--- config.mk ---
export PLATFORM = sky130hd
export DESIGN_NAME = bpc_front
export DESIGN_NICKNAME = d
export VERILOG_FILES = /design/src/barometric_pressure_compensation_macros.svh /design/src/bpc_pkg.sv /design/src/bpc_front.sv
export SDC_FILE = /design/constraint.sdc
export NUM_CORES = 1
export LEC_CHECK = 0
export BUFFER_PORTS_ARGS = -buffer_cell sky130_fd_sc_hd__buf_4
export CORE_MARGIN = 4
export CORE_UTILIZATION = 39
export DETAILED_ROUTE_END_ITERATION = 7
export SETUP_SLACK_MARGIN = 0.05
export SLEW_MARGIN = 20
export SYNTH_ARGS = -nofsm -noshare
export SYNTH_HDL_FRONTEND = slang
export SYNTH_SLANG_ARGS = --single-unit
--- constraint.sdc ---
create_clock -name clock -period 2.3 [get_ports clock]
set_input_delay 0.23 -clock clock [delete_from_list [all_inputs] [get_ports clock]]
set_output_delay 0.23 -clock clock [all_outputs]
set_load 0.02 [all_outputs]
--- src/barometric_pressure_compensation_macros.svh ---
// ----------------------------------------------------------------------------
// barometric pressure compensation assertion macros
// Shared assertion forms, empty when synthesized.
// ----------------------------------------------------------------------------
`ifndef BAROMETRIC_PRESSURE_COMPENSATION_MACROS_SVH
`define BAROMETRIC_PRESSURE_COMPENSATION_MACROS_SVH
`ifndef SYNTHESIS
`define BPC_ASSERT_SAME(label, ante, cons) \
   label: assert property (@(posedge clock) disable iff (reset) (ante) |-> (cons)) \
      else $error("assertion failed");
`define BPC_ASSERT_NEXT(label, ante, cons) \
   label: assert property (@(posedge clock) disable iff (reset) (ante) |=> (cons)) \
      else $error("assertion failed");
`else
`define BPC_ASSERT_SAME(label, ante, cons)
`define BPC_ASSERT_NEXT(label, ante, cons)
`endif
`endif

--- src/bpc_pkg.sv ---
// ----------------------------------------------------------------------------
// bpc_pkg
// Types, constants and helpers shared by the compensation block.
// ----------------------------------------------------------------------------
`default_nettype none
package bpc_pkg;

   // input item, raw pressure in the low bits
   typedef struct packed {
      logic [19:0] raw_temperature;
      logic [19:0] raw_pressure;
   } item_type;

   // queue status toward the top level
   typedef struct packed {
      logic full;
      logic empty;
   } q_stat_type;

   // trim register indexes
   localparam logic [1:0] REG_TEMP_TRIM   = 2'd0;
   localparam logic [1:0] REG_PRESS_FIRST = 2'd1;
   localparam logic [1:0] REG_PRESS_MID   = 2'd2;
   localparam logic [1:0] REG_PRESS_LAST  = 2'd3;

   localparam logic [63:0] TEMP_OFFSET = 64'd128000;
   localparam logic [63:0] PRESS_BASE  = 64'd1048576;
   localparam logic [63:0] PRESS_SCALE = 64'd3125;
   localparam logic [63:0] TEMP_ROUND  = 64'd128;

   // sign extension of one trim word
   function automatic logic [63:0] sx16(input logic [15:0] w);
      return {{48{w[15]}}, w};
   endfunction

   // arithmetic right shift, floors
   function automatic logic [63:0] sar64(input logic [63:0] x, input int unsigned n);
      return 64'($signed(x) >>> n);
   endfunction

endpackage
`default_nettype wire

--- src/bpc_front.sv ---
// ----------------------------------------------------------------------------
// bpc_front
// Two-entry item queue between the request port and the datapath.
// ----------------------------------------------------------------------------
`default_nettype none
module bpc_front
   import bpc_pkg::*;
(
   input  wire logic       clock,
   input  wire logic       reset,
   input  wire logic       push_valid,
   output      logic       push_ready,
   input  wire item_type   push_item,
   output      logic       pop_valid,
   input  wire logic       pop_ready,
   output      item_type   pop_item,
   output      q_stat_type stat
);

   item_type   mem_ff [2];
   logic       wr_ptr_ff, wr_ptr_in;
   logic       rd_ptr_ff, rd_ptr_in;
   logic [1:0] count_ff, count_in;
   logic       push, pop;

   assign push_ready = (count_ff != 2'd2);
   assign pop_valid  = (count_ff != 2'd0);
   assign pop_item   = mem_ff[rd_ptr_ff];
   assign push       = push_valid && push_ready;
   assign pop        = pop_valid && pop_ready;
   assign stat.full  = (count_ff == 2'd2);
   assign stat.empty = (count_ff == 2'd0);

   // pointer and fill count update
   always_comb begin
      wr_ptr_in = push ? ~wr_ptr_ff : wr_ptr_ff;
      rd_ptr_in = pop ? ~rd_ptr_ff : rd_ptr_ff;
      count_in  = count_ff + {1'b0, push} - {1'b0, pop};
   end

   always_ff @(posedge clock) begin
      if (reset) begin
         wr_ptr_ff <= 1'b0;
         rd_ptr_ff <= 1'b0;
         count_ff  <= 2'd0;
      end else begin
         wr_ptr_ff <= wr_ptr_in;
         rd_ptr_ff <= rd_ptr_in;
         count_ff  <= count_in;
      end
   end

   // item storage
   always_ff @(posedge clock) begin
      if (push) begin
         mem_ff[wr_ptr_ff] <= push_item;
      end
   end

endmodule
`default_nettype wire

==> results.toml, run 1 <==
[layout]
postLayoutCoreUtil_pct = 53.06
drive_above_1_share_pct = 59.38
fin_cells = 358
antenna_cells = 0
synthToLayoutAreaGrowth_pct = 32.13
nFillCells = 664
nets = 297

[critical_path]
setup.worst_path.end_class = "primary output"
critPathMaxStageDelay_ns = 0.52
worstSetupPathType = "register to primary output"
ff2ff_path_depth = 5
crit_chain = "buf_12, mux2_2, buf_4"
cp_num_buf_inv = 2
cp-start-kind = "register"
cp.depth = 3
worst_ep_arrival_time_ns = 1.65
critPathRequiredTime_ns = 2.07
critPathTopFamily = "flip-flops"
rrSetupSlack_ns = 0.69
slowest_stage = "dfxtp_2"
crit_fanout = 29

[floorplan]
die_w_um = 97.43
initial_core_util_pct = 40.16
rows = 32
die_area_sq_um = 9493
die_h_um = 97.43
core_sq_um = 7767
io_pins = 88

[sta]
tightest_slew_ns = 0.3213
finalSetupViolations = 0
post-route-period-util_pct = 81.89
relSlewSlack_pct = 78.58
fin_ws_ns = 0.4165
fmax_ghz = 0.5309
fin_setup_tns_ns = 0
period_needed_ns = 1.883
slew_violations = 0
final_hold_viol_count = 0
grt_setup_unrepaired = "no"
finClkSkew_ns = 0.007139

[detailed_routing]
routedWlPerCell_um = 15.89
drc = 0
drt_iter0_markers = 36
drt_wl_total_mm = 5.690
dr_total_vias = 1644
antenna_left = 0
dr.pass1.iters = 4
viasPerCell = 4.592

[clock_network]
clk_latency_ns = 0.34
cts_tree = "built"
postCtsResizedCells = 0
cts_max_level = 3
clock-sinks = 85
cts_setup_buffers = 0
clk_pin_slew_worst_paths_ns = 0.08
ctsHoldBuffers = 0
cts_buffers = 9
cts_root_buf = "clkbuf_8"
clock_path_buffers = 2

[power]
power.density_nw_per_um2 = 1132
power.leakage_nw = 1.560
sw_frac_of_total_pct = 30.87
p_comb_share_pct = 34.4
p_int_mw = 3.226
peakVddDrop_uv = 561.1
clockPowerShare_pct = 21.4
switchingPower_mw = 1.441
power_mw = 4.666
power_frac_seq_pct = 44.2

[synthesis]
yosysMostFrequentCell = "edfxtp_1"
yosys-top-cells-area = "edfxtp_1, mux2_2, dfxtp_1"
syn_area_sq_um = 3119
ys_ff_latch = 85
synth_xor_area_share_pct = 0.5616
ys_seq_area_share_pct = 80.22
synth_nets = 198
synth_area_leader_cell = "edfxtp_1"
synth_warnings = 0
synthFlopType = "edfxtp_1"
synth_common_cells = "edfxtp_1, mux2_2, dfxtp_1"
yosysUniqueCellTypes = 21
synth-async-reset-ratio_pct = 0
synth_edf_count = 80
synth_top_family_by_area = "multiplexers"
syn_inst = 152
synth_compound_area_share_pct = 0.6017
synthMuxAreaShare_pct = 14.44
synth_top_area_share_pct = 77.02
synthSimpleGateAreaFrac_pct = 2.126
synthAdderAreaFrac_pct = 0.8022
synth.avg_cell_area_sq_um = 20.52

[placed_design]
place_inst = 342
portBuffers = 87
hpwl_mm = 3.923
gp_congestion = 0.7366
dp_worst_setup_slack_ns = 0.6786

[global_route]
grt_pass1_vias = 1809
grt_pass1_wl_mm = 9.073
overflow = 0
antenna_found_initial = 0
gr-usage-all-layers_pct = 12.35
grt_start_max_net_pins = 30

[job]
cap_viol_max_count = 0

[outcome]
status = "completed"

[worst_hold_path]
hold_path_class = "input port to register"
hold_path_depth = 1
## power groups by stage
stage	Combinational, mW	Sequential [mW]	Clock [mW]
2_1_floorplan	0.989	2.06	0
3_3_place_gp	1.62	2.10	0
3_5_place_dp	1.63	2.11	0
4_1_cts	1.64	2.07	1.02
5_1_grt	1.72	2.09	1.09
6_report	1.60	2.06	0.998
## worst paths after layout
| check | start | end |
|---|---|---|
| min | push_item[18] | mem_ff[0][18]$_DFFE_PP_ |
| max | register | pop_item[6] |
| min reg2reg | wr_ptr_ff$_SDFFE_PP0P_ | wr_ptr_ff$_SDFFE_PP0P_ |
| max reg2reg | count_ff[0]$_SDFF_PP0_ | mem_ff[0][6]$_DFFE_PP_ |
## through the flow
stage	hold slack, ns	cell area, sq um
finish	0.07138	4121
global route	0.05190	4121
CTS	0.05625	4121
detailed placement	0.4178	3931
global placement	0.4154	3931
floorplan	0.2991	3119
## registers in the layout, summed over array words and instances (netlist names), named ones only
signal     count
count_ff       2
rd_ptr_ff      1
mem_ff        80
wr_ptr_ff      1
## layout make-up
type,count,area (sq um),area share (%)
Sequential cell,85,2504,60.75
Timing Repair Buffer,92,703.2,17.06
Multi-Input combinational cell,58,578.1,14.03
Tap cell,102,127.6,3.097
Clock buffer,9,123.9,3.005
Clock inverter,7,66.31,1.609
Inverter,5,18.77,0.4554
## metal layers
metal	part of all wire (%)	GRT usage, %	vias up
met3	5.2	3.518	8
met2	52	20.88	51
met4	1.8	5.751	0
li1	-	-	779
met1	41	14.50	806
met5	0	0	-
## cell usage in the layout (no fill, tap or decap), types with 2 or more instances in the layout
cell type	count
buf_4	91
clkinv_1	3
ha_1	2
edfxtp_1	80
mux2_2	40
dfxtp_1	4
inv_1	3
nor2_1	3
clkbuf_8	9
clkinvlp_4	2
## cell families (layout without fill, tap and decap cells)
| family | after synthesis | in the layout |
|---|---|---|
| adders and majority gates | 2 | 2 |
| DFF | 85 | 85 |
| and+or+nand+nor | 11 | 11 |
| xor gates and xnor gates | 2 | 2 |
| buffers and inverters | 9 | 113 |
| AOI/OAI and AO/OA | 3 | 3 |
| muxes | 40 | 40 |
Power figures use the tool's default switching activity.
==> run 2: changes to the inputs <==
- ABC_AREA: unset -> 1
- clock period: 2.3 -> 1.95 ns (I/O delays scaled with it)
==> results.toml, run 2 <==
[placed_design]
hpwl_mm = 3.742
place_inst = 354
dp_worst_setup_slack_ns = 0.3533
portBuffers = 87
gp_congestion = 0.7513

[global_route]
grt_pass1_wl_mm = 8.631
grt_start_max_net_pins = 24
overflow = 0
grt_pass1_vias = 1694
antenna_found_initial = 0
gr-usage-all-layers_pct = 11.92

[floorplan]
die_area_sq_um = 9577
rows = 32
die_w_um = 97.86
io_pins = 88
initial_core_util_pct = 40.34
die_h_um = 97.86
core_sq_um = 7807

[detailed_routing]
antenna_left = 0
drt_iter0_markers = 62
drt_wl_total_mm = 5.507
routedWlPerCell_um = 14.84
viasPerCell = 4.544
drc = 0
dr.pass1.iters = 4
dr_total_vias = 1686

[job]
cap_viol_max_count = 0

[synthesis]
ys_seq_area_share_pct = 79.46
syn_inst = 163
synth_nets = 209
synth_top_area_share_pct = 76.28
synth_warnings = 0
yosysUniqueCellTypes = 10
yosysMostFrequentCell = "edfxtp_1"
ys_ff_latch = 85
synthFlopType = "edfxtp_1"
syn_area_sq_um = 3149
synth-async-reset-ratio_pct = 0
synth_edf_count = 80
synth_common_cells = "edfxtp_1, mux2_2, inv_1"
synth.avg_cell_area_sq_um = 19.32
synth_area_leader_cell = "edfxtp_1"
yosys-top-cells-area = "edfxtp_1, mux2_2, dfxtp_1"

[clock_network]
clock_path_buffers = 2
cts_tree = "built"
clk_pin_slew_worst_paths_ns = 0.09
cts_root_buf = "clkbuf_8"
clock-sinks = 85
cts_buffers = 9
cts_max_level = 3
clk_latency_ns = 0.34

[sta]
period_needed_ns = 1.722
slew_violations = 0
fin_setup_tns_ns = 0
fin_ws_ns = 0.2275
post-route-period-util_pct = 88.33
grt_setup_unrepaired = "no"
finalSetupViolations = 0
final_hold_viol_count = 0
fmax_ghz = 0.5806
finClkSkew_ns = 0.008553
holdWs_ns = 0.03452
tightest_slew_ns = 0.3348
relSlewSlack_pct = 77.68

[critical_path]
crit_fanout = 23
worst_ep_arrival_time_ns = 1.53
worstSetupPathType = "register to primary output"
critPathRequiredTime_ns = 1.75
setup.worst_path.end_class = "primary output"
cp-start-kind = "register"

[outcome]
status = "completed"

[layout]
fin_cells = 371
synthToLayoutAreaGrowth_pct = 30.99
top_register = "mem_ff"
drive_above_1_share_pct = 55.76
nets = 310
reg_top3 = "mem_ff (80), count_ff (2)"
layout_common_cells = "buf_4, edfxtp_1, mux2_2, inv_1, clkbuf_8"
final_common_cell = "buf_4"
largest_reg_flops = 80
antenna_cells = 0

[power]
power.density_nw_per_um2 = 1255
power_mw = 5.178
power.leakage_nw = 1.574
peakVddDrop_uv = 841.1

[worst_hold_path]
hold_path_class = "input port to register"
-- run 2: changes by cell type in the layout (fill, tap and decap cells not counted), moves of 2 or more --
cell,previous run,this run
nand2_1,1,8
nand3_1,0,3
inv_6,0,2
nor2_1,3,8
inv_1,3,9
buf_4,91,93
-- run 2: metrics by stage --
stage | cell area, sq um | utilization, %
detailed placement | 3943 | 50.50
global placement | 3943 | 50.50
CTS | 4125 | 52.84
global route | 4125 | 52.84
floorplan | 3161 | -
finish | 4125 | 52.84
-- run 2: what timing repair did --
item	in CTS	in global routing
endpoints found under the hold margin	1	0
setup buffers	0	0
gates resized for setup	0	0
hold buffers	1	0
-- run 2: cell type report --
cell class | instances | area (sq um)
well taps | 102 | 127.6
flip-flops and latches | 85 | 2504
fillers | 657 | 3682
clock buffers | 9 | 123.9
repair buffers | 94 | 708.2
clock inverters | 7 | 48.80
inverters | 10 | 41.29
multi-input cells | 64 | 571.8
-- run 2: power breakdown --
group          internal, mW  switching [mW]  leakage, nW
Combinational         0.769           0.964        0.703
Sequential             2.31          0.0660        0.789
Clock                 0.465           0.600       0.0813
Total                  3.55            1.63         1.57
-- run 2: per-layer routing --
layer  part of all wire (%)  global-route usage, %
met2                     49                  18.38
met4                    1.5                  5.431
met5                      0                      0
met3                    5.4                  3.643
met1                     45                  15.51
-- run 2: cell families after synthesis --
family	after synthesis	share of synthesized area, %
AND/OR/NAND/NOR	20	2.503
flip-flops	85	79.46
adder cells (fa/ha/maj)	2	0.7945
buffers and inverters	14	2.622
multiplexers	40	14.30
AO/OA/AOI/OAI	2	0.3179
-- run 2: worst max-delay path, stage by stage, from the launching register on --
cell,delay (ns)
dfxtp_2,0.33
buf_4,0.30
mux2_2,0.40
buf_4,0.16
-- run 2: path summary, 6_finish.rpt --
kind	endpoint	slack, ns	start	depth (start not counted)
max	pop_item[24]	0.23	register	3
min	mem_ff[0][20]$_DFFE_PP_	0.03	push_item[20]	1
max reg2reg	count_ff[1]$_SDFF_PP0_	0.34	count_ff[0]$_SDFF_PP0_	10
min reg2reg	register	0.51	rd_ptr_ff$_SDFFE_PP0P_	2
